$ cat config.mk
export PLATFORM = sky130hd
export DESIGN_NAME = cssc_ram
export DESIGN_NICKNAME = d
export VERILOG_FILES = /design/src/rtl/core/compass_sobel_convolution_top_macros.svh /design/src/rtl/core/cssc_ram.sv
export SDC_FILE = /design/constraint.sdc
export NUM_CORES = 1
export LEC_CHECK = 0
export BUFFER_PORTS_ARGS = -buffer_cell sky130_fd_sc_hd__buf_2
export CORE_ASPECT_RATIO = 1.25
export CORE_MARGIN = 3
export CORE_UTILIZATION = 54
export DETAILED_ROUTE_END_ITERATION = 6
export HOLD_SLACK_MARGIN = 0.15
export PLACE_DENSITY = 0.84
export SLEW_MARGIN = 25
export SYNTH_ARGS = -nofsm -noshare
export SYNTH_HDL_FRONTEND = slang
export SYNTH_SLANG_ARGS = --single-unit
$ cat constraint.sdc
create_clock -name clk -period 2 [get_ports clk]
set_input_delay 0.6 -clock clk [delete_from_list [all_inputs] [get_ports clk]]
set_output_delay 0.6 -clock clk [all_outputs]
set_load 0.02 [all_outputs]
$ cat src/rtl/core/compass_sobel_convolution_top_macros.svh
// assertion macros used by the compass sobel filter rtl
`ifndef COMPASS_SOBEL_CONVOLUTION_TOP_MACROS_SVH
`define COMPASS_SOBEL_CONVOLUTION_TOP_MACROS_SVH

`ifndef SYNTH
// same-cycle implication, checked on every rising edge outside reset
`define CSSC_ASSERT_IMP(lbl, clk, rst_n, ante, cons, msg) \
  lbl: assert property (@(posedge clk) disable iff (!rst_n) (ante) |-> (cons)) \
    else $error(msg);
// next-cycle implication
`define CSSC_ASSERT_NXT(lbl, clk, rst_n, ante, cons, msg) \
  lbl: assert property (@(posedge clk) disable iff (!rst_n) (ante) |=> (cons)) \
    else $error(msg);
`else
`define CSSC_ASSERT_IMP(lbl, clk, rst_n, ante, cons, msg)
`define CSSC_ASSERT_NXT(lbl, clk, rst_n, ante, cons, msg)
`endif

`endif

$ cat src/rtl/core/cssc_ram.sv
// generic single-write, single-read ram with registered read data
`default_nettype none

module cssc_ram #(
  parameter int WIDTH = 8,
  parameter int DEPTH = 16
) (
  input  logic                     clk,
  input  logic                     wr_en,
  input  logic [$clog2(DEPTH)-1:0] wr_addr,
  input  logic [WIDTH-1:0]         wr_data,
  input  logic                     rd_en,
  input  logic [$clog2(DEPTH)-1:0] rd_addr,
  output logic [WIDTH-1:0]         rd_data
);

  logic [WIDTH-1:0] mem_r [DEPTH];
  logic [WIDTH-1:0] rd_data_r;

  always_ff @(posedge clk) begin
    if (wr_en) begin
      mem_r[wr_addr] <= wr_data;
    end
    if (rd_en) begin
      rd_data_r <= mem_r[rd_addr];
    end
  end

  assign rd_data = rd_data_r;

endmodule

`default_nettype wire

Word level (Yosys, flattened, before mapping)
Memories as Yosys holds them, arrays and structs flattened. A register that Yosys moved wholly into a read port is not among the register bits.
Index checks and enable logic that the tools add are counted.
- register bits after elaboration: 0
- memory bits (writable): 128
- bits in latches: 0
- bits of input ports: 19
- output and inout bits: 8
- word-level logic and storage cells: 3
- memory bits (read-only): 0
- memories kept: 1
- memories (memory ; depth ; width ; rd ports ; clocked after memory_dff ; write ports ; RTL line ; text):
    mem_r ; 16 ; 8 ; 1 ; 1 ; 1 ; cssc_ram.sv:17 ; logic [WIDTH-1:0] mem_r [DEPTH];
- shift operators: 0
- reductions and logical operators: 0
- muxes and demuxes: 2
- bitwise logic cells: 0
- div/mod/pow operators: 0
- multiply operators: 0
- $lt $le $gt $ge: 0
- eq/ne operators: 0
- add/subtract/negate cells: 0
- operators with widths (operator ; number):
    $mux 1 ; 2

Logic depth before layout (Yosys ltp)
- depth after elaboration: 2
- gate-level depth with buffers: 5
- gate-level depth less buffers: 3

Worst setup path before layout
OpenSTA, ideal clock, no wires.
- path type: input-to-reg
- start: in wr_addr[2]
- end: mem mem_r[0][0] (enable)
- data required time: 1.617 ns
- slack: -0.093 ns
- path buffers: 0
- library setup time: 0.383 ns
- data arrival time: 1.710 ns
- stages: 2
- path through: or3b_2 -> nor3_1
- RTL lines (what ; RTL line ; text):
    from (decl) ; cssc_ram.sv:10 ; input logic [$clog2(DEPTH)-1:0] wr_addr,
    to (decl) ; cssc_ram.sv:17 ;
No word-level cell before the write port.

==> metrics.yaml <==
floorplanning:
  fp.dieW_um: 94
  start_util: 0.564
  core_area_um2: 9270
  die_y_um: 116
  row_count: 39
  io_pins: 27
  dieArea_um2: 10900
timing:
  slew_violations: 0
  finalCritPeriodShare: 0.939
  max_slew_margin: 0.750
  fin_tns_setup_ns: 0
  rsz0062_at_grt: "no"
  hold_viol: 0
  setup_viol: 0
  worst_pin_slew_ns: 0.375
  fin_crit_ns: 1.88
  fin_skew_ns: 0.00569
  fmaxAchievable_mhz: 533
power_and_ir_drop:
  p_sw_frac: 0.201
  p_leak_nw: 2.10
  combinationalPowerShare: 0.053
  intPower_mw: 4.88
  p_per_area_nw_per_um2: 993
  p_sw_mw: 1.23
  seq_power_share: 0.529
  clkPwrFrac: 0.417
  ir_worst_vdd_mv: 0.639
synth:
  synth.largest_area_cell: "edfxtp_1"
  netlist_area_um2: 5230
  yosysTopAreaCellShare: 0.781
  ys_seq_elements: 136
  postSynthAreaPerCell_um2: 22.8
  synth.area.top_cells: "edfxtp_1 78%, mux4_2 7.8%, mux4_1 7.0%, a22oi_1 2.3%, nor2_1 0.93%"
  seq_area_frac_synth: 0.781
  mappedNetlistNets: 248
  netlist_instances: 229
  ys_warn_count: 0
  synth.distinct_cells: 18
worst_setup_path:
  crit_type: "in -> reg"
  worstPathMaxFanout: 11
  cp-startpoint: "rd_addr[0]"
  critPathArrivalTime_ns: 2.03
  critPathLaunchType: "primary input"
  endpoint_kind: "flop"
  r2r-start: "mem_r[1][0]$_DFFE_PP_"
  cp.required_ns: 2.15
route:
  vias_per_cell: 5.98
  wirelength_mm: 9.96
  vias: 2528
  wl_met1_mm: 3.92
  highest_layer: "met4"
  wl_per_cell_um: 23.5
  drtIter0Drc: 243
  ant_nets: 0
  firstDrtPassIters: 7
  route.met2.wl_mm: 5.11
  drc: 0
  route.met3.wl_um: 566
clock_network:
  htreeDepth: 4
  clockRootBuffer: "clkbuf_16"
  cts_buffer_depth: 2
  cts_inserted_buffers: 17
  cts_resized: 0
  cts_tree: "done"
  cts_setup_buffers: 0
  cts.sinks: 136
  insertion_delay_ns: 0.41
  path_clk_slew_ns: 0.05
  cts_hold_buf: 0
global_route:
  grt_first_pass_wirelength_mm: 15.3
  gr-total-overflow: 0
  grt_use_total: 0.207
  grt_max_degree: 20
  antenna_found_initial: 0
  grt_pass1_vias: 2634
final_layout:
  area_growth_pct: 17.6
  final_nets: 309
  antennaDiodeCount: 0
  drive_above_1_share: 0.307
  fin_cells: 423
hold_path:
  hold_path.class: "in -> reg"
  min_from: "rd_en"
place:
  place_congestion: 0.757
  dp_hpwl_mm: 6.10
  port_buffers: 26
  numPlacedInstances: 394
job:
  maxCapViolations: 0
run_status:
  status: "completed"
-- synthesized netlist by cell type, drive strengths merged --
cell	n
nor2	13
mux4	32
nand2b	2
nand3	1
or3b	1
nor3	4
buf	7
a22oi	16
and2b	1
nor2b	1
and2	1
clkdlybuf4s25	3
nand3b	2
nand2	9
edfxtp	136
-- power by group through the flow --
stage,clock network [mW],logic (mW),registers [mW]
floorplan,0,0.162,3.30
global placement,0,0.317,3.28
detailed placement,0,0.325,3.29
CTS,2.58,0.330,3.23
global route,2.71,0.351,3.23
finish,2.55,0.325,3.23
-- kinds of logic (layout without fill, tap and decap cells) --
| kind of cell | count (synthesis) | after routing | synth area share |
|---|---|---|---|
| DFF | 136 | 136 | 0.781 |
| and+or+nand+nor | 35 | 35 | 0.0314 |
| muxes | 32 | 32 | 0.148 |
| AOI/OAI and AO/OA | 16 | 16 | 0.0230 |
| buffers and inverters | 10 | 81 | 0.0165 |
-- worst paths after layout --
path                                        endpoint  slack, ns  depth (start not counted)
worst max-delay path            rd_data[0]$_DFFE_PP_       0.12                          6
worst min-delay path            rd_data[7]$_DFFE_PP_       0.55                          1
worst max register to register  rd_data[0]$_DFFE_PP_       0.42                          3
worst min register to register  rd_data[2]$_DFFE_PP_       0.75                          3
-- final cells by class --
class	instances	area [µm²]
sequential	136	4080
fill	572	3120
multi-input combinational	83	1060
clock buffer	20	437
timing repair buffer	52	375
tap	123	154
clock inverter	9	37.5
-- through the flow --
| stage | utilization | total power, mW | instance area (µm²) | worst slack, ns | hold WS, ns |
|---|---|---|---|---|---|
| after global placement | 0.612 | 3.60 | 5680 | -0.185 | 0.721 |
| after global routing | 0.663 | 6.29 | 6150 | 0.146 | 0.534 |
| after floorplan | - | 3.46 | 5230 | 0.118 | 0.699 |
| after CTS | 0.663 | 6.14 | 6150 | 0.154 | 0.537 |
| after detailed placement | 0.612 | 3.61 | 5680 | -0.218 | 0.738 |
| final | 0.663 | 6.10 | 6150 | 0.123 | 0.550 |
-- per-layer routing --
layer / up-vias / track usage
li1: 1098 / -
met1: 1282 / 0.267
met2: 114 / 0.319
met3: 34 / 0.0675
met4: 0 / 0.104
met5: - / 0
-- sequential cells by signal, indices dropped and copies added (netlist names) --
| signal | flops |
|---|---|
| mem_r | 128 |
| rd_data | 8 |
-- placed cells by master (no fill, tap or decap), types with 4 or more instances in the layout --
cell and n:
buf_2 26, buf_12 4, nand2_1 9, clkbuf_16 17, nor2_1 13, buf_4 22, mux4_1 14, a22oi_1 16
clkinv_1 6, mux4_2 18, edfxtp_1 136
-- critical path, cell delays in order --
cell and delay (ns):
buf_2 0.15, buf_12 0.16, buf_4 0.14, mux4_1 0.56, a22oi_1 0.31, nand2_1 0.10
Note: power is estimated with default switching activity, not from simulation.
