<file path="src/rtl/core/compass_sobel_convolution_top_macros.svh">
// assertion macros used by the compass sobel filter rtl
`ifndef COMPASS_SOBEL_CONVOLUTION_TOP_MACROS_SVH
`define COMPASS_SOBEL_CONVOLUTION_TOP_MACROS_SVH

`ifndef SYNTH
// same-cycle implication, checked on every rising edge outside reset
`define CSSC_ASSERT_IMP(lbl, clk, rst_n, ante, cons, msg) \
  lbl: assert property (@(posedge clk) disable iff (!rst_n) (ante) |-> (cons)) \
    else $error(msg);
// next-cycle implication
`define CSSC_ASSERT_NXT(lbl, clk, rst_n, ante, cons, msg) \
  lbl: assert property (@(posedge clk) disable iff (!rst_n) (ante) |=> (cons)) \
    else $error(msg);
`else
`define CSSC_ASSERT_IMP(lbl, clk, rst_n, ante, cons, msg)
`define CSSC_ASSERT_NXT(lbl, clk, rst_n, ante, cons, msg)
`endif

`endif

</file>
<file path="src/rtl/core/cssc_pkg.sv">
// shared constants, types and kernel table for the compass sobel filter
`default_nettype none

package cssc_pkg;

  localparam int MAX_WIDTH  = 1024;
  localparam int MAX_HEIGHT = 4096;
  localparam int MIN_SIZE   = 3;
  localparam int COL_W      = $clog2(MAX_WIDTH);
  localparam int ROW_W      = 12;
  localparam int CH_W       = 8;
  localparam int CHANS      = 3;
  localparam int PIX_W      = CH_W * CHANS;
  localparam int KROWS      = 3;
  localparam int SUM_W      = 11;
  localparam int ACC_W      = 12;
  localparam int KSEL_W     = 3;
  localparam int NKERN      = 8;
  localparam int WCFG_W     = COL_W + 1;
  localparam int HCFG_W     = 13;
  localparam int CFG_DATA_W = (WCFG_W > HCFG_W) ? WCFG_W : HCFG_W;
  localparam int CFG_IDX_W  = 2;
  localparam int WIDTH_RST  = 640;
  localparam int HEIGHT_RST = 480;

  // result slots an input pixel may open, emitted lowest first
  localparam int RES_MAX    = 3;
  localparam int SLOT_MAIN  = 0;
  localparam int SLOT_EOR   = 1;
  localparam int SLOT_LAST  = 2;

  typedef enum logic [CFG_IDX_W-1:0] {
    CFG_KERNEL = 2'd0,
    CFG_WIDTH  = 2'd1,
    CFG_HEIGHT = 2'd2
  } cssc_cfg_idx_t;

  typedef logic [PIX_W-1:0] cssc_pix_t;

  // compass kernels E, NE, N, NW, W, SW, S, SE
  localparam logic signed [2:0] KERNEL_TAB [NKERN][KROWS][KROWS] = '{
    '{'{-3'sd1,  3'sd0,  3'sd1}, '{-3'sd2,  3'sd0,  3'sd2}, '{-3'sd1,  3'sd0,  3'sd1}},
    '{'{ 3'sd0,  3'sd1,  3'sd2}, '{-3'sd1,  3'sd0,  3'sd1}, '{-3'sd2, -3'sd1,  3'sd0}},
    '{'{ 3'sd1,  3'sd2,  3'sd1}, '{ 3'sd0,  3'sd0,  3'sd0}, '{-3'sd1, -3'sd2, -3'sd1}},
    '{'{ 3'sd2,  3'sd1,  3'sd0}, '{ 3'sd1,  3'sd0, -3'sd1}, '{ 3'sd0, -3'sd1, -3'sd2}},
    '{'{ 3'sd1,  3'sd0, -3'sd1}, '{ 3'sd2,  3'sd0, -3'sd2}, '{ 3'sd1,  3'sd0, -3'sd1}},
    '{'{ 3'sd0, -3'sd1, -3'sd2}, '{ 3'sd1,  3'sd0, -3'sd1}, '{ 3'sd2,  3'sd1,  3'sd0}},
    '{'{-3'sd1, -3'sd2, -3'sd1}, '{ 3'sd0,  3'sd0,  3'sd0}, '{ 3'sd1,  3'sd2,  3'sd1}},
    '{'{-3'sd2, -3'sd1,  3'sd0}, '{-3'sd1,  3'sd0,  3'sd1}, '{ 3'sd0,  3'sd1,  3'sd2}}
  };

  // pixel held between the accept stage and the kernel stage
  typedef struct packed {
    logic [RES_MAX-1:0] mask;
    logic [ROW_W-1:0]   row;
    logic [COL_W-1:0]   col;
    logic [COL_W-1:0]   last_col;
    logic [ROW_W-1:0]   main_row;
    logic [COL_W-1:0]   main_col;
    logic               calc;
    cssc_pix_t          pix;
  } cssc_stage_t;

  // everything the result sequencer needs for one pixel
  typedef struct packed {
    logic [RES_MAX-1:0]     mask;
    logic [ROW_W-1:0]       row;
    logic [COL_W-1:0]       col;
    logic [COL_W-1:0]       last_col;
    logic [ROW_W-1:0]       main_row;
    logic [COL_W-1:0]       main_col;
    logic signed [SUM_W-1:0] sum_zero;
    logic signed [SUM_W-1:0] sum_one;
    logic signed [SUM_W-1:0] sum_two;
  } cssc_emit_t;

endpackage

`default_nettype wire

</file>
<file path="src/rtl/core/cssc_conv.sv">
// 3x3 window columns and per-channel compass kernel sums
`default_nettype none

module cssc_conv (
  input  logic                                         clk,
  input  logic                                         shift_en,
  input  logic                                         calc,
  input  logic [cssc_pkg::KSEL_W-1:0]                  kernel_sel,
  input  logic [cssc_pkg::KROWS-1:0][cssc_pkg::PIX_W-1:0] col,
  output logic signed [cssc_pkg::SUM_W-1:0]            sum_zero,
  output logic signed [cssc_pkg::SUM_W-1:0]            sum_one,
  output logic signed [cssc_pkg::SUM_W-1:0]            sum_two
);
  import cssc_pkg::*;

  // signed coefficient times unsigned channel byte
  function automatic logic signed [ACC_W-1:0] tap_prod(input logic signed [2:0] coef,
                                                       input logic [CH_W-1:0] px);
    logic signed [ACC_W-1:0] c_ext;
    logic signed [ACC_W-1:0] p_ext;
    c_ext = ACC_W'(coef);
    p_ext = $signed({{(ACC_W - CH_W){1'b0}}, px});
    return c_ext * p_ext;
  endfunction

  // two older columns per window row
  logic [PIX_W-1:0] win_r [KROWS][2];

  logic [PIX_W-1:0]        tap     [KROWS][KROWS];
  logic signed [ACC_W-1:0] prod    [CHANS][KROWS][KROWS];
  logic signed [ACC_W-1:0] row_sum [CHANS][KROWS];
  logic signed [ACC_W-1:0] total   [CHANS];

  always_ff @(posedge clk) begin
    if (shift_en) begin
      for (int r = 0; r < KROWS; r++) begin
        win_r[r][0] <= win_r[r][1];
        win_r[r][1] <= col[r];
      end
    end
  end

  always_comb begin
    for (int r = 0; r < KROWS; r++) begin
      tap[r][0] = win_r[r][0];
      tap[r][1] = win_r[r][1];
      tap[r][2] = col[r];
    end
  end

  // products, then row sums, then the three-row total
  always_comb begin
    for (int z = 0; z < CHANS; z++) begin
      for (int r = 0; r < KROWS; r++) begin
        for (int c = 0; c < KROWS; c++) begin
          prod[z][r][c] = tap_prod(KERNEL_TAB[kernel_sel][r][c], tap[r][c][CH_W*z +: CH_W]);
        end
        row_sum[z][r] = prod[z][r][0] + prod[z][r][1] + prod[z][r][2];
      end
      total[z] = row_sum[z][0] + row_sum[z][1] + row_sum[z][2];
    end
  end

  assign sum_zero = calc ? SUM_W'(total[0]) : '0;
  assign sum_one  = calc ? SUM_W'(total[1]) : '0;
  assign sum_two  = calc ? SUM_W'(total[2]) : '0;

endmodule

`default_nettype wire

</file>
<file path="config.mk">
export PLATFORM = sky130hd
export DESIGN_NAME = cssc_conv
export DESIGN_NICKNAME = d
export VERILOG_FILES = /design/src/rtl/core/compass_sobel_convolution_top_macros.svh /design/src/rtl/core/cssc_pkg.sv /design/src/rtl/core/cssc_conv.sv
export SDC_FILE = /design/constraint.sdc
export NUM_CORES = 1
export LEC_CHECK = 0
export BUFFER_PORTS_ARGS = -buffer_cell sky130_fd_sc_hd__buf_4
export CORE_MARGIN = 2
export CORE_UTILIZATION = 59
export CTS_CLUSTER_DIAMETER = 120
export DETAILED_ROUTE_END_ITERATION = 6
export GPL_TIMING_DRIVEN = 1
export PLACE_DENSITY = 0.77
export SETUP_SLACK_MARGIN = 0.05
export SYNTH_ARGS = -nofsm -noshare
export SYNTH_HDL_FRONTEND = slang
export SYNTH_SLANG_ARGS = --single-unit
</file>
<file path="constraint.sdc">
create_clock -name clk -period 11.78 [get_ports clk]
set_input_delay 1.178 -clock clk [delete_from_list [all_inputs] [get_ports clk]]
set_output_delay 1.178 -clock clk [all_outputs]
set_load 0.02 [all_outputs]
</file>
* Word level (Yosys, flattened, before mapping)
Memories as Yosys holds them, arrays and structs flattened.
Cells that the tools add are included.
Widths: inputs -> output; s select.
** Word-level totals
- Memories :: 2
- Input port bits :: 78
- Output and inout bits :: 33
- Bits in writable memories :: 144
- Register bits :: 0
- Memory bits (read-only) :: 216
** Memory list
- (no name shown) :: words 8, bits a word 27, read ports 1, clocked after Yosys merged registers in 0, wr ports 0, line cssc_conv.sv:56 : prod[z][r][c] = tap_prod(KERNEL_TAB[kernel_sel][r][c], tap[r][c][CH_W*z +: CH_W]);
- win_r :: words 3, bits a word 48, read ports 3, clocked after Yosys merged registers in 0, wr ports 3, line cssc_conv.sv:27 : logic [PIX_W-1:0] win_r [KROWS][2];
** Operators by class
- Add/subtract/negate cells :: 24
- Bitwise operators :: 1
- Muxes and demuxes :: 7
- Multipliers :: 27
- Order comparisons :: 1
** Operators with widths (number)
- $mul 3x9->11 :: 27
- $add 11x11->11 :: 24
- $mux 27 :: 2
- $mux 11 :: 3
- $ge 4x4->1 const B :: 1
- $not 3->4 :: 1
- $mux 1 :: 2

* Logic depth before layout (Yosys ltp)
Gate-level depths: netlist (run 1).
- Word-level depth :: 10
- Mapped depth :: 29
- Gate-level depth less buffers :: 26

* Least setup slack after synthesis (run 1)
Ideal clock, no wire load.
- Path type :: input port to output port
- From :: in kernel_sel[0] (netlist bit)
- To :: out sum_two[10] (netlist bit)
- Slack :: 2285 ps
- Arrival :: 8317 ps
- Required time :: 10602 ps
- Cell stages on the path :: 27
- Path buffers :: 2
- Path through :: clkinv_1 clkbuf_1 ha_1 a21oi_1 clkbuf_1 inv_1 fa_1 inv_1 fa_1 inv_1 ha_1 inv_1 fa_1 inv_1 fa_1 fa_1 fa_1 fa_1 ha_1 fa_1 a21o_1 a21oi_1 nor2b_1 o21a_1 o41a_1 xnor2_1 and2_1
** On the way
- Cells in the longest elaborated chain, start to end :: 10
- Elaborated cells on any way between the ends :: 22
- Classes of those cells :: 8 x add/sub; 9 x mul; 3 x mux; 1 x bitwise; 1 x memory
** Ends and longest elaborated chain
- from (decl) :: line cssc_conv.sv:8 : input logic [cssc_pkg::KSEL_W-1:0] kernel_sel,
- $not 3->4 (implied by the code) * :: line cssc_conv.sv:56
- $mem_v2 8x27 *
- $mux 27 * (2 in series)
- $mul 3x9->11 :: line cssc_conv.sv:23 : return c_ext * p_ext;
- $add 11x11->11 (2 in series) :: line cssc_conv.sv:58 : row_sum[z][r] = prod[z][r][0] + prod[z][r][1] + prod[z][r][2];
- $add 11x11->11 :: line cssc_conv.sv:60 : total[z] = row_sum[z][0] + row_sum[z][1] + row_sum[z][2];
- $add 11x11->11 * :: line cssc_conv.sv:60
- $mux 11 * :: line cssc_conv.sv:66 : assign sum_two = calc ? SUM_W'(total[2]) : '0;
- to (decl) :: line cssc_conv.sv:12 : output logic signed [cssc_pkg::SUM_W-1:0] sum_two
Mark *: on every way between the ends. The rest lies on a longest branch, timed or not. The select of a mux whose other input is x is not followed.

* Worst setup path after layout (run 1)
- From :: in kernel_sel[0] (netlist bit)
- To :: out sum_one[10] (netlist bit)
** On the way
- Cells in the longest elaborated chain, start to end :: 10
- Elaborated cells on any way between the ends :: 22
- Classes of those cells :: 8 x add/sub; 9 x mul; 3 x mux; 1 x bitwise; 1 x memory
** Ends and longest elaborated chain
- $not 3->4 (implied by the code) * :: line cssc_conv.sv:56
- $mem_v2 8x27 *
- $mux 27 (implied by the code) * (2 in series) :: line cssc_conv.sv:56
- $mul 3x9->11 :: line cssc_conv.sv:23
- $add 11x11->11 (2 in series) :: line cssc_conv.sv:58
- $add 11x11->11 :: line cssc_conv.sv:60
- $add 11x11->11 * :: line cssc_conv.sv:60
- $mux 11 * :: line cssc_conv.sv:65 : assign sum_one = calc ? SUM_W'(total[1]) : '0;
- to (decl) :: line cssc_conv.sv:11 : output logic signed [cssc_pkg::SUM_W-1:0] sum_one,
Marks and branches as above.

==> reports/metrics.csv, run 1 <==
metric;value;unit
status;complete, no violations;
Syn Inst Count;2196;
Max Freq;0.0949;GHz
area share of the largest cell type after synthesis;44.4;%
CP max-delay cell;nand2_1;
full die area;41600;um^2
residual DRC count;0;
commonest cells in the netlist;fa_1, inv_1, and2_1;
Num CTS Buffers;17;
Post-Route WL;56000;um
chip width;204;um
final setup fails;0;
hold_sp;win_r[1][11]$_DFFE_PP_;
routed vias;15162;
Rel. slew slack;26.5;%
Post-synth EDFFs;144;
setup bufs post-CTS;0;
max-slew violations;0;
worst path cell trace;buf_4 -> buf_4 -> nand2_1 -> nand2_1 -> nand2_1 -> fa_1 -> inv_1 -> fa_1 -> ha_1 -> fa_1 -> fa_1 -> fa_1 -> fa_1 -> fa_1 -> ha_1 -> fa_1 -> a211oi_1 -> o21bai_1 -> a21oi_1 -> o21ai_0 -> xnor2_1 -> and2_1 -> buf_4;
initial core utilization;59.5;%
drt first pass iters;5;
most used cell, CP;fa_1;
clock slew at reported path FFs;0.07;ns
final worst path period share;89.4;%
Worst-Skew Late Latency;0.48;ns
TritonCTS sink count;144;
WS Path Type;in2out;
vias in the first global route;17274;
grt total ovfl;0;
critical path's largest stage delay;0.65;ns
first-pass GRT wire length;91000;um
Yosys top cell by area;fa_1;
largest net degree at the start of global routing;82;
gr usage total;29.2;%
synthesized flop and latch total;144;
MaxCap Viol Count;0;
Resized Gates After CTS;0;
Critical R2R Launch;win_r[0][16]$_DFFE_PP_;
DR iter-0 viols;960;
fraction of registers with async set/reset;0;%
clock skew;0.00836;ns
multi-input logic area;17200;um^2
final-report hold violation count;0;
GPL Wtd Cong;0.905;
Hold Crit Class;reg2reg;
# hold bufs at CTS;0;
count leader, synth;fa_1;
RR Endpoint;win_r[0][40]$_DFFE_PP_;
setup slack, reg-to-reg;10.94;ns
synth warn;0;
Post-DRT Antenna Nets;0;
I/O pin cnt;111;
synth-to-layout area growth;8.50;%
# rows;73;
synthesized area;23600;um^2
Largest register FFs;144;
CTS tree;done;
hold path cells;0;
r2r worst-path depth;0;
number of fill cells;3103;
RSZ-0062 raised after global routing;no;
syn avg cell area;10.7;um^2
Critical Path Start;kernel_sel[0];
crit path max fanout;60;
Hold Path Sink;win_r[1][35]$_DFFE_PP_;
post-synth cell types;36;
NumNets Final;3056;
initial antenna violation count;1;
HPWL Detailed;44300;um
Root Buffer;clkbuf_16;
crit end category;primary output;
setup TNS;0;ns
Die H;204;um
DR vias/cell;5.39;
Slew @ Worst Pin;1.08;ns
synth top area cells;fa_1, edfxtp_1, ha_1;
DR WL/cell;19.9;um
required time of the critical path;10.60;ns
Critical Path AT;9.36;ns
biggest regs;win_r: 144 flops;
Mapped Nets;2977;
share of cells above drive strength 1;10.1;%
final core occ;64.6;%
port bufs;110;
Reg with most FFs;win_r;
Core Area;39600;um^2
register area;4320;um^2
CTS Buffer Depth;2;
Most used DFF post-synth;edfxtp_1;
H-Tree Level Count;4;
Final min period;10.53;ns
sequential fraction of the synthesis area;18.3;%
CP Launch Type;input port;
## logic make-up (layout without fill, tap and decap cells)
kind of cell	after synthesis	count (layout)	synth area share (%)
AOI/OAI and AO/OA	60	60	1.55
xor gates and xnor gates	85	85	3.27
and+or+nand+nor	644	644	13.8
adders and majority gates	706	706	54.1
muxes	3	3	0.127
other	0	1	0
DFF	144	144	18.3
buffers and inverters	554	646	8.91
## worst max-delay path: cells and delay by family
kind            cells  cell delay (ns)
xor+xnor            1             0.22
simple gates        4             1.15
buf+inv             4             1.31
fa+ha+maj          10             4.47
compound gates      4             1.00
## layout by cell type (no fill, tap or decap), types with 3 or more instances in the layout
master and instances:
fa_1 523, nor2_1 129, buf_4 128, ha_1 180, o21bai_1 5, inv_6 6
nand2b_1 3, clkbuf_16 17, a21oi_1 19, edfxtp_1 144, or2_2 56, a21o_1 7
xnor2_1 69, inv_1 483, maj3_1 3, or3_1 20, and2_1 194, a21oi_2 6
o21ai_0 12, nand2_1 185, nor2b_1 55, xor2_1 14
## metal layers
| metal | wire length [um] | part of all wire [%] | vias to the layer above | GRT usage (%) |
|---|---|---|---|---|
| met5 | 0 | 0 | - | 0 |
| li1 | - | - | 6646 | - |
| met2 | 28400 | 51 | 528 | 49.4 |
| met3 | 3830 | 6.8 | 121 | 6.14 |
| met1 | 21700 | 39 | 7867 | 37.1 |
| met4 | 2110 | 3.8 | 0 | 11.6 |
## how the worst max path moves through the flow
| stage | depth (start not counted) | slack [ns] | to |
|---|---|---|---|
| global route | 23 | 0.79 | sum_one[10] |
| floorplan | 27 | 2.29 | sum_two[10] |
| CTS | 25 | 1.34 | sum_two[10] |
| finish | 23 | 1.25 | sum_one[10] |
| global placement | 25 | 1.44 | sum_two[10] |
| detailed placement | 25 | 1.37 | sum_two[10] |
## metrics by stage
step,setup WS [ns],hold WS [ns],std cells,area [um^2]
final,1.25,0.417,2814,25600
after global routing,0.791,0.431,2813,25600
after CTS,1.34,0.419,2813,25600
after detailed placement,1.37,0.405,2781,25000
after global placement,1.44,0.401,2781,25000
after floorplan,2.29,0.400,2196,23600
## final cells by class
type / instances / area share [%]
inverter: 485 / 7.11
antenna: 1 / 0.00978
tap: 525 / 2.57
timing repair buffer: 129 / 3.80
multi-input combinational: 1498 / 67.3
clock buffer: 17 / 1.66
sequential: 144 / 16.9
clock inverter: 15 / 0.665
Power of run 1 is not shown: default switching activity piles up to over one toggle a cycle in this logic, so the estimate is an artifact.
==> inputs of run 2 (changes only) <==
--- a/config.mk
+++ b/config.mk
@@ -7,11 +7,11 @@
 export LEC_CHECK = 0
 export BUFFER_PORTS_ARGS = -buffer_cell sky130_fd_sc_hd__buf_4
 export CORE_MARGIN = 2
-export CORE_UTILIZATION = 59
+export CORE_UTILIZATION = 51
 export CTS_CLUSTER_DIAMETER = 120
 export DETAILED_ROUTE_END_ITERATION = 6
 export GPL_TIMING_DRIVEN = 1
-export PLACE_DENSITY = 0.77
+export PLACE_DENSITY = 0.68
 export SETUP_SLACK_MARGIN = 0.05
 export SYNTH_ARGS = -nofsm -noshare
 export SYNTH_HDL_FRONTEND = slang
==> reports/metrics.csv, run 2 (synthesized netlist as in run 1, its figures left out) <==
metric;value;unit;change
clock slew at reported path FFs;0.07;ns;about the same
port bufs;110;;unchanged
final worst path period share;91.6;%;+2.2 points
setup bufs post-CTS;0;;unchanged
CP Launch Type;input port;;
Die H;219;um;+7.4%
biggest regs;win_r: 144 flops;;
most frequent cells in the layout;fa_1, inv_1, and2_1;;
Root Buffer;clkbuf_16;;
HPWL Detailed;45500;um;+2.6%
number of fill cells;3947;;+27%
most common cell after layout, fill and taps aside;fa_1;;
grt total ovfl;0;;unchanged
CTS tree;done;;
Largest register FFs;144;;unchanged
initial core utilization;51.9;%;-7.6 points
Final min period;10.79;ns;+0.253 ns
H-Tree Level Count;4;;unchanged
status;complete, no violations;;
NumNets Final;3057;;+0.033%
largest net degree at the start of global routing;75;;-8.5%
crit end category;primary output;;
GPL Wtd Cong;0.869;;-3.9%
Hold Crit Class;reg2reg;;
DR WL/cell;19.4;um;-2.3%
Rel. slew slack;27.4;%;+0.90 points
DR vias/cell;5.19;;-3.6%
CP max-delay cell;mux2i_2;;
RSZ-0062 raised after global routing;no;;
Post-DRT Antenna Nets;0;;unchanged
Slew @ Worst Pin;1.09;ns;+0.00950 ns
Resized Gates After CTS;0;;unchanged
Post-Route WL;56100;um;+0.31%
drt first pass iters;5;;unchanged
routed vias;15001;;-1.1%
crit path max fanout;53;;-12%
Critical Path AT;9.61;ns;+0.25 ns
final setup fails;0;;unchanged
I/O pin cnt;111;;unchanged
DR iter-0 viols;972;;+1.3%
final antenna diode count;0;;-1
share of cells above drive strength 1;10.0;%;-0.092 points
initial antenna violation count;2;;+1
chip width;219;um;+7.4%
Num CTS Buffers;17;;unchanged
CTS Buffer Depth;2;;unchanged
synth-to-layout area growth;8.87;%;
Core Area;45500;um^2;+15%
Max Freq;0.0927;GHz;-2.3%
full die area;48000;um^2;+15%
# hold bufs at CTS;0;;unchanged
Reg with most FFs;win_r;;
WS Path Type;in2out;;
setup TNS;0;ns;unchanged
# rows;78;;+6.8%
first-pass GRT wire length;90500;um;-0.52%
critical path's largest stage delay;0.61;ns;-0.04 ns
residual DRC count;0;;unchanged
required time of the critical path;10.60;ns;about the same
TritonCTS sink count;144;;unchanged
Worst-Skew Late Latency;0.48;ns;about the same
gr usage total;25.3;%;-3.9 points
MaxCap Viol Count;0;;unchanged
most used cell, CP;fa_1;;
final-report hold violation count;0;;unchanged
max-slew violations;0;;unchanged
vias in the first global route;16895;;-2.2%
clock skew;0.0131;ns;+0.00469 ns
run 2: area by class of cell:
| class | count | area [um^2] | share of cell area [%] |
|---|---|---|---|
| Clock inverter | 14 | 155 | 0.604 |
| Clock buffer | 18 | 429 | 1.67 |
| Inverter | 485 | 1820 | 7.09 |
| Timing Repair Buffer | 130 | 980 | 3.81 |
| Sequential cell | 144 | 4320 | 16.8 |
| Multi-Input combinational cell | 1498 | 17200 | 67.1 |
| Tap cell | 600 | 751 | 2.92 |
run 2: through the flow:
step | hold slack (ns) | cells | util, % | setup WS [ns] | instance area (um^2)
after floorplan | 0.400 | 2196 | - | 2.29 | 23600
after global placement | 0.401 | 2857 | 55.2 | 1.22 | 25100
after detailed placement | 0.405 | 2857 | 55.2 | 1.07 | 25100
after CTS | 0.414 | 2889 | 56.5 | 1.06 | 25700
after global routing | 0.429 | 2889 | 56.5 | 0.780 | 25700
final | 0.414 | 2889 | 56.5 | 0.992 | 25700
run 2: layer usage:
| layer | track usage [%] | vias to the layer above | part of all wire, % |
|---|---|---|---|
| met5 | 0 | - | 0.023 |
| met4 | 8.36 | 2 | 3.0 |
| met3 | 4.17 | 90 | 6.1 |
| met2 | 43.4 | 426 | 51 |
| met1 | 32.8 | 7834 | 40 |
| li1 | - | 6649 | - |
run 2: worst paths after layout:
check                                       startpoint                     end  slack (ns)  cells past startpoint
worst max-delay path                     kernel_sel[0]             sum_two[10]        0.99                     26
worst min-delay path            win_r[1][16]$_DFFE_PP_  win_r[1][40]$_DFFE_PP_        0.41                      0
worst max register to register  win_r[2][23]$_DFFE_PP_  win_r[2][47]$_DFFE_PP_       10.96                      0
worst min register to register  win_r[1][16]$_DFFE_PP_  win_r[1][40]$_DFFE_PP_        0.41                      0
run 2: worst max-delay path, delay by kind of cell:
| kind | cells | cell delay [ns] |
|---|---|---|
| buffers and inverters | 6 | 1.59 |
| XOR/XNOR | 1 | 0.25 |
| multiplexers | 1 | 0.61 |
| AND/OR/NAND/NOR | 3 | 0.44 |
| adder cells (fa/ha/maj) | 11 | 4.62 |
| AO/OA/AOI/OAI | 4 | 0.88 |
Power of run 2 is left out for the same reason.
