$ cat src/rtl/core/compass_sobel_convolution_top_macros.svh
// assertion macros used by the compass sobel filter rtl
`ifndef COMPASS_SOBEL_CONVOLUTION_TOP_MACROS_SVH
`define COMPASS_SOBEL_CONVOLUTION_TOP_MACROS_SVH

`ifndef SYNTH
// same-cycle implication, checked on every rising edge outside reset
`define CSSC_ASSERT_IMP(lbl, clk, rst_n, ante, cons, msg) \
  lbl: assert property (@(posedge clk) disable iff (!rst_n) (ante) |-> (cons)) \
    else $error(msg);
// next-cycle implication
`define CSSC_ASSERT_NXT(lbl, clk, rst_n, ante, cons, msg) \
  lbl: assert property (@(posedge clk) disable iff (!rst_n) (ante) |=> (cons)) \
    else $error(msg);
`else
`define CSSC_ASSERT_IMP(lbl, clk, rst_n, ante, cons, msg)
`define CSSC_ASSERT_NXT(lbl, clk, rst_n, ante, cons, msg)
`endif

`endif

$ cat src/rtl/core/cssc_pkg.sv
// shared constants, types and kernel table for the compass sobel filter
`default_nettype none

package cssc_pkg;

  localparam int MAX_WIDTH  = 1024;
  localparam int MAX_HEIGHT = 4096;
  localparam int MIN_SIZE   = 3;
  localparam int COL_W      = $clog2(MAX_WIDTH);
  localparam int ROW_W      = 12;
  localparam int CH_W       = 8;
  localparam int CHANS      = 3;
  localparam int PIX_W      = CH_W * CHANS;
  localparam int KROWS      = 3;
  localparam int SUM_W      = 11;
  localparam int ACC_W      = 12;
  localparam int KSEL_W     = 3;
  localparam int NKERN      = 8;
  localparam int WCFG_W     = COL_W + 1;
  localparam int HCFG_W     = 13;
  localparam int CFG_DATA_W = (WCFG_W > HCFG_W) ? WCFG_W : HCFG_W;
  localparam int CFG_IDX_W  = 2;
  localparam int WIDTH_RST  = 640;
  localparam int HEIGHT_RST = 480;

  // result slots an input pixel may open, emitted lowest first
  localparam int RES_MAX    = 3;
  localparam int SLOT_MAIN  = 0;
  localparam int SLOT_EOR   = 1;
  localparam int SLOT_LAST  = 2;

  typedef enum logic [CFG_IDX_W-1:0] {
    CFG_KERNEL = 2'd0,
    CFG_WIDTH  = 2'd1,
    CFG_HEIGHT = 2'd2
  } cssc_cfg_idx_t;

  typedef logic [PIX_W-1:0] cssc_pix_t;

  // compass kernels E, NE, N, NW, W, SW, S, SE
  localparam logic signed [2:0] KERNEL_TAB [NKERN][KROWS][KROWS] = '{
    '{'{-3'sd1,  3'sd0,  3'sd1}, '{-3'sd2,  3'sd0,  3'sd2}, '{-3'sd1,  3'sd0,  3'sd1}},
    '{'{ 3'sd0,  3'sd1,  3'sd2}, '{-3'sd1,  3'sd0,  3'sd1}, '{-3'sd2, -3'sd1,  3'sd0}},
    '{'{ 3'sd1,  3'sd2,  3'sd1}, '{ 3'sd0,  3'sd0,  3'sd0}, '{-3'sd1, -3'sd2, -3'sd1}},
    '{'{ 3'sd2,  3'sd1,  3'sd0}, '{ 3'sd1,  3'sd0, -3'sd1}, '{ 3'sd0, -3'sd1, -3'sd2}},
    '{'{ 3'sd1,  3'sd0, -3'sd1}, '{ 3'sd2,  3'sd0, -3'sd2}, '{ 3'sd1,  3'sd0, -3'sd1}},
    '{'{ 3'sd0, -3'sd1, -3'sd2}, '{ 3'sd1,  3'sd0, -3'sd1}, '{ 3'sd2,  3'sd1,  3'sd0}},
    '{'{-3'sd1, -3'sd2, -3'sd1}, '{ 3'sd0,  3'sd0,  3'sd0}, '{ 3'sd1,  3'sd2,  3'sd1}},
    '{'{-3'sd2, -3'sd1,  3'sd0}, '{-3'sd1,  3'sd0,  3'sd1}, '{ 3'sd0,  3'sd1,  3'sd2}}
  };

  // pixel held between the accept stage and the kernel stage
  typedef struct packed {
    logic [RES_MAX-1:0] mask;
    logic [ROW_W-1:0]   row;
    logic [COL_W-1:0]   col;
    logic [COL_W-1:0]   last_col;
    logic [ROW_W-1:0]   main_row;
    logic [COL_W-1:0]   main_col;
    logic               calc;
    cssc_pix_t          pix;
  } cssc_stage_t;

  // everything the result sequencer needs for one pixel
  typedef struct packed {
    logic [RES_MAX-1:0]     mask;
    logic [ROW_W-1:0]       row;
    logic [COL_W-1:0]       col;
    logic [COL_W-1:0]       last_col;
    logic [ROW_W-1:0]       main_row;
    logic [COL_W-1:0]       main_col;
    logic signed [SUM_W-1:0] sum_zero;
    logic signed [SUM_W-1:0] sum_one;
    logic signed [SUM_W-1:0] sum_two;
  } cssc_emit_t;

endpackage

`default_nettype wire

$ cat src/rtl/core/cssc_ifs.sv
// valid/ready stream interfaces for pixels in and edge results out
`default_nettype none


interface cssc_res_if;
  import cssc_pkg::*;
  logic                    valid;
  logic                    ready;
  logic [ROW_W-1:0]        out_row;
  logic [COL_W-1:0]        out_column;
  logic signed [SUM_W-1:0] edge_zero;
  logic signed [SUM_W-1:0] edge_one;
  logic signed [SUM_W-1:0] edge_two;
  logic                    run_last;
  modport source (output valid, output out_row, output out_column, output edge_zero,
                  output edge_one, output edge_two, output run_last, input ready);
  modport sink   (input valid, input out_row, input out_column, input edge_zero,
                  input edge_one, input edge_two, input run_last, output ready);
endinterface

`default_nettype wire

$ cat src/rtl/core/cssc_emit.sv
// result register that plays out up to three results per pixel
`default_nettype none
`include "compass_sobel_convolution_top_macros.svh"

module cssc_emit (
  input  logic                 clk,
  input  logic                 rst_n,
  input  logic                 item_valid,
  input  cssc_pkg::cssc_emit_t item,
  output logic                 item_ready,
  cssc_res_if.source           res
);
  import cssc_pkg::*;

  logic [RES_MAX-1:0] mask_r;
  logic [RES_MAX-1:0] mask_nxt;
  cssc_emit_t         item_r;
  logic               single;
  logic               fire;
  logic               load;

  assign single     = (mask_r & (mask_r - RES_MAX'(1))) == '0;
  assign fire       = res.valid && res.ready;
  assign item_ready = !res.valid || (res.ready && single);
  assign load       = item_valid && item_ready;

  always_comb begin
    mask_nxt = mask_r;
    if (fire) begin
      mask_nxt = mask_r & (mask_r - RES_MAX'(1));
    end
    if (load) begin
      mask_nxt = item.mask;
    end
  end

  always_ff @(posedge clk) begin
    if (!rst_n) begin
      mask_r <= '0;
    end else begin
      mask_r <= mask_nxt;
    end
  end

  always_ff @(posedge clk) begin
    if (load) begin
      item_r <= item;
    end
  end

  assign res.valid    = |mask_r;
  assign res.run_last = single;

  // main result first, then end-of-row zero, then last-row zero
  always_comb begin
    res.out_row    = item_r.main_row;
    res.out_column = item_r.main_col;
    res.edge_zero  = item_r.sum_zero;
    res.edge_one   = item_r.sum_one;
    res.edge_two   = item_r.sum_two;
    if (!mask_r[SLOT_MAIN]) begin
      res.edge_zero = '0;
      res.edge_one  = '0;
      res.edge_two  = '0;
      if (mask_r[SLOT_EOR]) begin
        res.out_row    = item_r.row - ROW_W'(1);
        res.out_column = item_r.last_col;
      end else begin
        res.out_row    = item_r.row;
        res.out_column = item_r.col;
      end
    end
  end

  `CSSC_ASSERT_IMP(a_border_zero, clk, rst_n, res.valid && (res.out_row == '0 || res.out_column == '0), res.edge_zero == '0 && res.edge_one == '0 && res.edge_two == '0, "border result carries a nonzero sum")
  `CSSC_ASSERT_NXT(a_run_continues, clk, rst_n, res.valid && res.ready && !res.run_last, res.valid, "result run ended before its last transaction")
  `CSSC_ASSERT_NXT(a_row_order, clk, rst_n, res.valid && res.ready && !res.run_last, res.out_row >= $past(res.out_row), "results of one pixel went back a row")

endmodule

`default_nettype wire

$ cat src/flat_wrapper.sv
// flat-port wrapper written by rule: the top's interface ports become plain ports
module cssc_emit_flat import cssc_pkg::*;
  (clk, rst_n, item_valid, item, item_ready, res_valid, res_out_row, res_out_column, res_edge_zero, res_edge_one, res_edge_two, res_run_last, res_ready);
  cssc_res_if res_i ();
  input  logic clk;
  input  logic rst_n;
  input  logic item_valid;
  input  cssc_pkg::cssc_emit_t item;
  output logic item_ready;
  output wire logic [$bits(res_i.valid)-1:0] res_valid;
  output wire logic [$bits(res_i.out_row)-1:0] res_out_row;
  output wire logic [$bits(res_i.out_column)-1:0] res_out_column;
  output wire logic [$bits(res_i.edge_zero)-1:0] res_edge_zero;
  output wire logic [$bits(res_i.edge_one)-1:0] res_edge_one;
  output wire logic [$bits(res_i.edge_two)-1:0] res_edge_two;
  output wire logic [$bits(res_i.run_last)-1:0] res_run_last;
  input wire logic [$bits(res_i.ready)-1:0] res_ready;
  assign res_valid = res_i.valid;
  assign res_out_row = res_i.out_row;
  assign res_out_column = res_i.out_column;
  assign res_edge_zero = res_i.edge_zero;
  assign res_edge_one = res_i.edge_one;
  assign res_edge_two = res_i.edge_two;
  assign res_run_last = res_i.run_last;
  assign res_i.ready = res_ready;
  cssc_emit u_core (.clk(clk), .rst_n(rst_n), .item_valid(item_valid), .item(item), .item_ready(item_ready), .res(res_i));
endmodule
$ cat config.mk
export PLATFORM = sky130hd
export DESIGN_NAME = cssc_emit_flat
export DESIGN_NICKNAME = d
export VERILOG_FILES = /design/src/rtl/core/cssc_pkg.sv /design/src/rtl/core/cssc_ifs.sv /design/src/rtl/core/cssc_emit.sv /design/src/flat_wrapper.sv
export VERILOG_INCLUDE_DIRS = /design/src /design/src/rtl/core
export SDC_FILE = /design/constraint.sdc
export NUM_CORES = 1
export LEC_CHECK = 0
export BUFFER_PORTS_ARGS = -buffer_cell sky130_fd_sc_hd__buf_2
export CORE_MARGIN = 2
export CORE_UTILIZATION = 48
export DETAILED_ROUTE_END_ITERATION = 8
export MAX_ROUTING_LAYER = met4
export PLACE_DENSITY_LB_ADDON = 0.15
export SYNTH_ARGS = -nofsm -noshare
export SYNTH_HDL_FRONTEND = slang
export SYNTH_SLANG_ARGS = --single-unit
export TNS_END_PERCENT = 20
$ cat constraint.sdc
create_clock -name clk -period 5.2 [get_ports clk]
set_clock_uncertainty 0.2 [all_clocks]
set_input_delay 0.78 -clock clk [delete_from_list [all_inputs] [get_ports clk]]
set_output_delay 0.78 -clock clk [all_outputs]
set_load 0.02 [all_outputs]
======== Word-level counts from Yosys, hierarchy flattened ========
Cells that the tools add are included.
storage, ports and cells
  bits in read-only memories .............. 0
  memories ................................ 0
  flip-flop bits (word level) ............. 90
  bits in writable memories ............... 0
  latch bits .............................. 0
cells by class
  div/mod/pow operators ................... 0
  add/subtract/negate cells ............... 2
  bitwise logic cells ..................... 1
  $lt $le $gt $ge ......................... 0
  equality and inequality tests ........... 0
  muxes and demuxes ....................... 9
  shift-type cells ........................ 0
  reduce and logical (&&, ||, !) cells .... 8
  $mul .................................... 0
operators with widths
  cell                                                 number
  two-way mux 11 bit                                   3
  two-way mux 12 bit                                   2
  two-way mux 10 bit                                   2
  subtractor 12 x 1 -> 12 bit (second input constant)  1
  two-way mux 3 bit                                    2
  bitwise AND 3 bit                                    1
  logical AND 1 bit                                    3
  logical NOT 3 bit                                    1
  OR reduction 3 bit                                   1
  subtractor 3 x 1 -> 3 bit (second input constant)    1
  nonzero test 2 bit                                   1
  logical NOT 1 bit                                    1
  logical OR 1 bit                                     1

======== Depth between registers and ports, before layout ========
Gate-level depths: netlist (run 1).
  depth after elaboration ................. 7
  gate-level depth with buffers ........... 6

======== Least setup slack after synthesis (run 1) ========
Ideal clock, no wire load.
  path type ............................... input port to flip-flop
  from .................................... input port res_ready
  to ...................................... register u_core.item_r[0] in the netlist's numbering (enable)
  cell stages on the path ................. 4
  data arrival time ....................... 3.817 ns
  required time ........................... 4.545 ns
  slack ................................... 0.728 ns
  cell sequence ........................... inv_1 > maj3_1 > o21ai_0 > and2_1
on the way
  cells in the longest elaborated chain, start to end .. 3
ends and longest elaborated chain
  what                  line                source
  from (decl)           flat_wrapper.sv:17  input wire logic [$bits(res_i.ready)-1:0] res_ready;
  logical AND 1 bit     cssc_emit.sv:24     assign item_ready = !res.valid || (res.ready && single);
  logical OR 1 bit      cssc_emit.sv:24
  net item_ready        flat_wrapper.sv:9   output logic item_ready;
  logical AND 1 bit     cssc_emit.sv:25     assign load = item_valid && item_ready;
  net u_core.load       cssc_emit.sv:20     logic load;
  to (signal assigned)  cssc_emit.sv:47     item_r <= item;
  to (decl)             cssc_emit.sv:17     cssc_emit_t item_r;
The timed path passes the listed nets, and every way through them passes these cells.
A chain may end at the register's enable or synchronous reset.

======== Worst setup path after layout (run 1) ========
  from .................................... register u_core.mask_r[1]
  to ...................................... output port res_out_row[11]
on the way
  cells in the longest elaborated chain, start to end .. 2
ends and longest elaborated chain
  what                    line                source
  from (decl)             cssc_emit.sv:15     logic [RES_MAX-1:0] mask_r;
  from (signal assigned)  cssc_emit.sv:41     mask_r <= mask_nxt;
  two-way mux 12 bit      cssc_emit.sv:65     if (mask_r[SLOT_EOR]) begin
  two-way mux 12 bit      cssc_emit.sv:61     if (!mask_r[SLOT_MAIN]) begin
  to (decl)               flat_wrapper.sv:11  output wire logic [$bits(res_i.out_row)-1:0] res_out_row;
No other way between the ends.

==> results of run 1 <==
==> synthesized netlist by cell type (all sizes together) (3+ instances only) <==
cell,instances
clkbuf,9
nor2b,3
nand2,26
dfxtp,3
xnor2,9
o21ai,25
inv,3
edfxtp,87
and2,34
a21oi,3
mux2i,10
==> logic make-up (layout without fill, tap and decap cells) <==
family | count (synthesis) | count (layout) | share of synthesized area
compound gates | 33 | 33 | 0.05174
xor+xnor | 11 | 11 | 0.02656
fa+ha+maj | 2 | 2 | 0.006209
buf+inv | 14 | 172 | 0.01518
flops | 90 | 90 | 0.7368
mux | 11 | 11 | 0.03070
simple gates | 79 | 79 | 0.1328
==> power groups by stage <==
stage	sequential [mW]	clock (mW)	combinational (mW)
6_report	0.879	0.503	0.188
5_1_grt	0.885	0.544	0.208
4_1_cts	0.879	0.519	0.192
3_5_place_dp	0.896	0	0.191
3_3_place_gp	0.894	0	0.189
2_1_floorplan	0.890	0	0.114
==> routing by layer <==
metal	vias to the layer above	track usage	wire length, um
met5	-	-	0
met1	1060	0.1988	2671
met3	2	0.05975	495
met4	0	0.04924	34
met2	89	0.2790	3400
li1	1177	-	-
==> area by class of cell <==
cell class              instances  share of cell area
clock inverters                 7             0.01997
clock buffers                   9             0.02636
inverters                       3            0.002396
repair buffers                153              0.1640
flip-flops and latches         90              0.5690
multi-input cells             136              0.1920
well taps                      99             0.02636
==> flip-flops by register name (all words and copies together) (netlist names) <==
signal         flops
u_core.mask_r      3
u_core.item_r     87
==> worst paths after layout <==
path / slack [ns] / cells after the start / to
hold / removal: 0.41 / 1 / u_core.item_r[51]
hold reg to reg: 0.45 / 2 / u_core.mask_r[2]
setup reg to reg: 2.24 / 4 / u_core.item_r[18]
setup / recovery: 1.94 / 5 / res_out_row[11]
==> stage by stage <==
| stage | instance area, um^2 | std cells |
|---|---|---|
| 5_1_grt | 4700 | 497 |
| 3_3_place_gp | 4482 | 481 |
| 6_report | 4700 | 497 |
| 4_1_cts | 4700 | 497 |
| 3_5_place_dp | 4482 | 481 |
| 2_1_floorplan | 3627 | 240 |
==> critical path, delay by kind of cell (launching register included) <==
kind | cells | cell delay [ns]
compound gates | 1 | 0.06
xor+xnor | 1 | 0.16
buf+inv | 1 | 0.17
flops | 1 | 0.75
simple gates | 2 | 0.81
==> results.tsv, run 1 <==
stage	metric	value	unit
power_and_ir_drop	seqPwrFrac	0.560	
sta	timing.final.crit_share	0.6262	
sta	min_period	3.256	ns
floorplanning	die_area	8268	um^2
critical_path	start_kind	register	
power_and_ir_drop	total_power	1.569	mW
clock_network	clock_latency	0.33	ns
finish	layout-area-overhead-vs-synth	29.56	%
synth	synth-edff-count	87	
synth	async_flop_share	0	
floorplanning	rows	31	
finish	drive_gt1_frac	0.4548	
sta	fin_tns_setup	0	ns
worst_hold_path	min_from	item[51]	
floorplanning	core_area	7292	um^2
floorplanning	die-height	90.93	um
finish	nets	488	
finish	fillers	612	
sta	fmax	307.1	MHz
critical_path	rr_startpoint	u_core.mask_r[1]	
detailed_routing	vias	2328	
sta	worst_slack	1.944	ns
place	globalplace.congestion	0.7459	
power_and_ir_drop	p_leak	1.927	nW
finish	seqCellArea	2674	um^2
critical_path	crit_arrival	2.28	ns
synth	synth_area	3627	um^2
clock_network	ctsResizeCount	0	
critical_path	cp_max_fo	13	
clock_network	cts_setup_buffers	0	
clock_network	root_buffer	clkbuf_8	
synth	syn_nets	335	
global_routing	antenna_found_initial	0	
synth	syn-instance-count	240	
detailed_routing	wl_per_cell	13.28	um
job	max_cap_violations	0	
sta	relSlewSlack	0.2854	
sta	setup_viol	0	
place	port_buffers	151	
finish	final_common_cell	buf_2	
clock_network	hold_buffers	0	
run_status	status	completed	
finish	antenna_cells	0	
clock_network	clkTransAtPathRegs	0.09	ns
synth	synth_area_leaders	edfxtp_1 (72%), and2_1 (5.9%), o21ai_0 (2.9%), mux2i_1 (2.8%), nand2_1 (2.7%)	
synth	yosysWarnings	0	
detailed_routing	drt-total-wl	6602	um
worst_hold_path	hold_path_class	primary input to register	
sta	final_max_slew_viol_count	0	
power_and_ir_drop	combPwrFrac	0.120	
clock_network	cts_num_sinks	90	
critical_path	crit_start	u_core.mask_r[1]	
critical_path	crit_path_top_delay_cell	dfxtp_1	
synth	ys_types	36	
floorplanning	io_pins	152	
detailed_routing	viasPerCell	4.684	
floorplanning	die_w	90.93	um
clock_network	cts_max_path_buffers	2	
critical_path	crit_path_end_kind	output port	
floorplanning	initial_core_util	0.4974	
synth	synth-seq-area-share	0.7368	
power_and_ir_drop	switchingPower	366.5	uW
critical_path	max_stage_delay	0.75	ns
finish	multi_input_area	902.1	um^2
detailed_routing	drt_iter0_drc	90	
synth	synth_top_cell_by_area	edfxtp_1	
clock_network	tritoncts	yes	
sta	hold_viol	0	
sta	tightest_slew	1.072	ns
place	dp_hpwl	4638	um
power_and_ir_drop	power_switching_share	0.2336	
clock_network	htree_levels	3	
clock_network	cts_inserted_buffers	9	
power_and_ir_drop	p_per_area	333.9	nW/um^2
sta	whs	0.4096	ns
place	pre_cts_slack	2.149	ns
power_and_ir_drop	max-vdd-ir-drop	0.2072	mV
global_routing	grt_overflow	0	
finish	mostFrequentLayoutCells	buf_2 (151), edfxtp_1 (87), and2_1 (33)	
power_and_ir_drop	internal_power	1.203	mW
synth	dominantRegCellSynth	edfxtp_1	
global_routing	grt_max_degree	88	
critical_path	crit_path_cell_trace	or3b_1, nor4_4, xnor2_1, o21ai_2, buf_2	
power_and_ir_drop	clkPwrFrac	0.320	
detailed_routing	drtPass1Iterations	4	
synth	synth_top_cell_area_share	0.7202	
synth	syn_avg_cell_area	15.11	um^2
critical_path	worstSetupPathType	register to output port	
critical_path	required	4.22	ns
global_routing	grt_pass1_wl	10380	um
global_routing	grt_pass1_vias	2248	
synth	yosys_register_bits	90	
detailed_routing	drcViolationCount	0	
sta	rsz0062_at_grt	false	
finish	utilization	0.6445	
global_routing	grt_usage	0.1698	
detailed_routing	antenna_left	0	
(Power assumes the default switching activity.)
==> run 2, diff against run 1 <==
- ABC_AREA: default -> 1
- clock period: 5.2 -> 3.4 ns (I/O delays scaled with it)
==> run 2 against run 1 <==
Against the previous run:
- non-clock buffer count up 2
- clock power up 29%
- cell count grew 16%
- sequential power up 91%
- cell area grew 1.7%
- critical path depth grew 6
- synthesized cell count rose by 32%
- sequential share of layout area shrank 0.92 points
- core utilization shrank 2.0 points
- die area grew 2.8%
- critical path type unchanged
- largest cell class unchanged
==> results.tsv, run 2 <==
stage	metric	value	unit	change
run_status	status	completed		unchanged
critical_path	start_kind	register		unchanged
detailed_routing	viasPerCell	4.634		was 4.684
global_routing	grt_pass1_wl	11970	um	was 10,380 um
finish	nets	566		was 488
clock_network	cts_max_path_buffers	2		unchanged
critical_path	cp_max_fo	3		was 13
clock_network	cts_inserted_buffers	9		unchanged
job	max_cap_violations	0		unchanged
sta	tightest_slew	0.6094	ns	was 1.072 ns
synth	yosysWarnings	0		unchanged
synth	yosys_register_bits	90		unchanged
synth	dominantRegCellSynth	edfxtp_1		unchanged
global_routing	grt_pass1_vias	2697		was 2,248
finish	drive_gt1_frac	0.3987		was 0.4548
synth	syn-instance-count	316		was 240
place	port_buffers	151		unchanged
floorplanning	die_area	8500	um^2	was 8268 um^2
place	dpl_cell_area	4606	um^2	was 4482 um^2
finish	final_common_cell	buf_2		unchanged
place	dp_hpwl	5454	um	was 4638 um
detailed_routing	drcViolationCount	0		unchanged
detailed_routing	wl_per_cell	13.09	um	was 13.28 um
power_and_ir_drop	p_leak	2.332	nW	was 1.927 nW
finish	fin_area	4777	um^2	was 4700 um^2
clock_network	cts_num_sinks	90		unchanged
sta	setup_viol	0		unchanged
sta	fmax	364.0	MHz	
critical_path	crit_arrival	2.04	ns	was 2.28 ns
finish	mostFrequentLayoutCells	buf_2 (151), edfxtp_1 (87), nand2_1 (71)		was buf_2 (151), edfxtp_1 (87), and2_1 (33)
finish	layout-area-overhead-vs-synth	27.95	%	was 29.56%
global_routing	antenna_found_initial	0		unchanged
floorplanning	die-height	92.20	um	was 90.93 um
place	globalplace.congestion	0.8087		was 0.7459
synth	async_flop_share	0		unchanged
critical_path	crit_path_end_kind	output port		unchanged
critical_path	reg2reg_depth	7		was 4
floorplanning	core_area	7647	um^2	was 7292 um^2
sta	final_max_slew_viol_count	0		unchanged
clock_network	tritoncts	yes		unchanged
detailed_routing	drt_iter0_drc	128		was 90
global_routing	grt_overflow	0		unchanged
floorplanning	io_pins	152		unchanged
finish	antenna_cells	0		unchanged
clock_network	cts_setup_buffers	0		unchanged
finish	largest_reg_flops	87		unchanged
floorplanning	rows	32		was 31
synth	synth_top_cell_by_area	edfxtp_1		unchanged
synth	synth_area	3734	um^2	was 3627 um^2
synth	synth-seq-area-share	0.7158		was 0.7368
synth	ys_types	29		was 36
floorplanning	initial_core_util	0.4882		was 0.4974
finish	final_cells	576		was 497
worst_hold_path	hold_path_class	primary input to register		unchanged
clock_network	clock_latency	0.33	ns	about the same
finish	largestRegisters	u_core.item_r (87), u_core.mask_r (3)		unchanged
synth	yosysMostFrequentCell	edfxtp_1		unchanged
synth	synth_top_cell_area_share	0.6997		was 0.7202
detailed_routing	antenna_left	0		unchanged
finish	utilization	0.6247		was 0.6445
clock_network	htree_levels	3		unchanged
worst_hold_path	hold_depth	1		unchanged
finish	regMostFlops	u_core.item_r		unchanged
sta	hold_viol	0		unchanged
detailed_routing	drtPass1Iterations	4		unchanged
sta	min_period	2.747	ns	
sta	relSlewSlack	0.5938		was 0.2854
synth	syn_avg_cell_area	11.82	um^2	was 15.11 um^2
power_and_ir_drop	total_power	3.811	mW	was 1.569 mW
place	placed_cells	562		was 481
critical_path	worstSetupPathType	register to output port		unchanged
sta	rsz0062_at_grt	false		unchanged
synth	syn_nets	411		was 335
detailed_routing	vias	2669		was 2,328
synth	synth_area_leaders	edfxtp_1 (70%), nand2_1 (7.1%), inv_1 (4.7%), a21oi_1 (3.4%), nor2_1 (2.2%)		was edfxtp_1 (72%), and2_1 (5.9%), o21ai_0 (2.9%), mux2i_1 (2.8%), nand2_1 (2.7%)
global_routing	grt_max_degree	51		was 88
clock_network	ctsResizeCount	0		unchanged
clock_network	hold_buffers	0		unchanged
clock_network	clkTransAtPathRegs	0.08	ns	was 0.09 ns
critical_path	required	2.69	ns	was 4.22 ns
power_and_ir_drop	p_per_area	797.7	nW/um^2	was 333.9 nW/um^2
sta	fin_tns_setup	0	ns	unchanged
clock_network	root_buffer	clkbuf_8		unchanged
detailed_routing	drt-total-wl	7541	um	was 6602 um
power_and_ir_drop	max-vdd-ir-drop	0.3393	mV	was 0.2072 mV
sta	timing.final.crit_share	0.8079		
global_routing	grt_usage	0.1897		was 0.1698
synth	synth-edff-count	87		unchanged
synth	synth_common_cells	edfxtp_1 (87), nand2_1 (71), inv_1 (47)		was edfxtp_1 (87), and2_1 (34), nand2_1 (26)
floorplanning	die_w	92.20	um	was 90.93 um
[run 2: changes by cell type after synthesis, sizes merged, moves of 17 or more]
cell	before	now
nor2	1	29
and2	34	0
inv	3	52
nand2	26	77
o21ai	25	8
a21oi	3	25
[run 2: cell families after synthesis]
group,Yosys count,share of synthesized area
flops,90,0.7158
fa+ha+maj,1,0.003351
compound gates,38,0.05395
buf+inv,63,0.06803
simple gates,123,0.1565
xor+xnor,1,0.002346
[run 2: where the power goes]
group / internal, mW / switching, mW
clock network: 0.324 / 0.326
registers: 1.54 / 0.141
logic: 0.462 / 1.02
[run 2: worst paths after layout]
| path | slack [ns] | from | end |
|---|---|---|---|
| hold / removal | 0.14 | item[22] | u_core.item_r[22] |
| setup reg to reg | 1.26 | u_core.mask_r[1] | u_core.item_r[56] |
| hold reg to reg | 0.27 | u_core.mask_r[2] | u_core.mask_r[2] |
| setup / recovery | 0.65 | u_core.item_r[75] | res_out_row[10] |
[run 2: worst max-delay path, cell delays in order (launching register included)]
cell	delay (ns)
edfxtp_1	0.50
inv_1	0.10
ha_1	0.19
nand2_4	0.07
nor2_4	0.10
nand2_2	0.09
nor2_4	0.12
nand2_2	0.07
o21bai_1	0.15
nand3_1	0.09
nand2_1	0.07
buf_2	0.15
[run 2: cell type report]
class,count,area [um^2]
Inverter,52,198.9
Timing Repair Buffer,155,798.3
Multi-Input combinational cell,163,807.0
Clock inverter,5,47.55
Fill cell,646,2870
Sequential cell,90,2674
Clock buffer,9,123.9
Tap cell,102,127.6
[run 2: layer usage]
metal / up-vias / global-route usage / routed length [um]
li1: 1350 / - / -
met1: 1195 / 0.2220 / 3082
met2: 118 / 0.3174 / 3793
met3: 6 / 0.04437 / 591
met4: 0 / 0.07836 / 74
met5: - / - / 0
[run 2: stage by stage]
stage	worst slack (ns)	hold WS, ns
3_5_place_dp	1.011	0.2581
6_report	0.6531	0.1395
2_1_floorplan	0.9640	0.2382
5_1_grt	0.4894	0.1143
3_3_place_gp	1.085	0.2510
4_1_cts	0.6313	0.1169
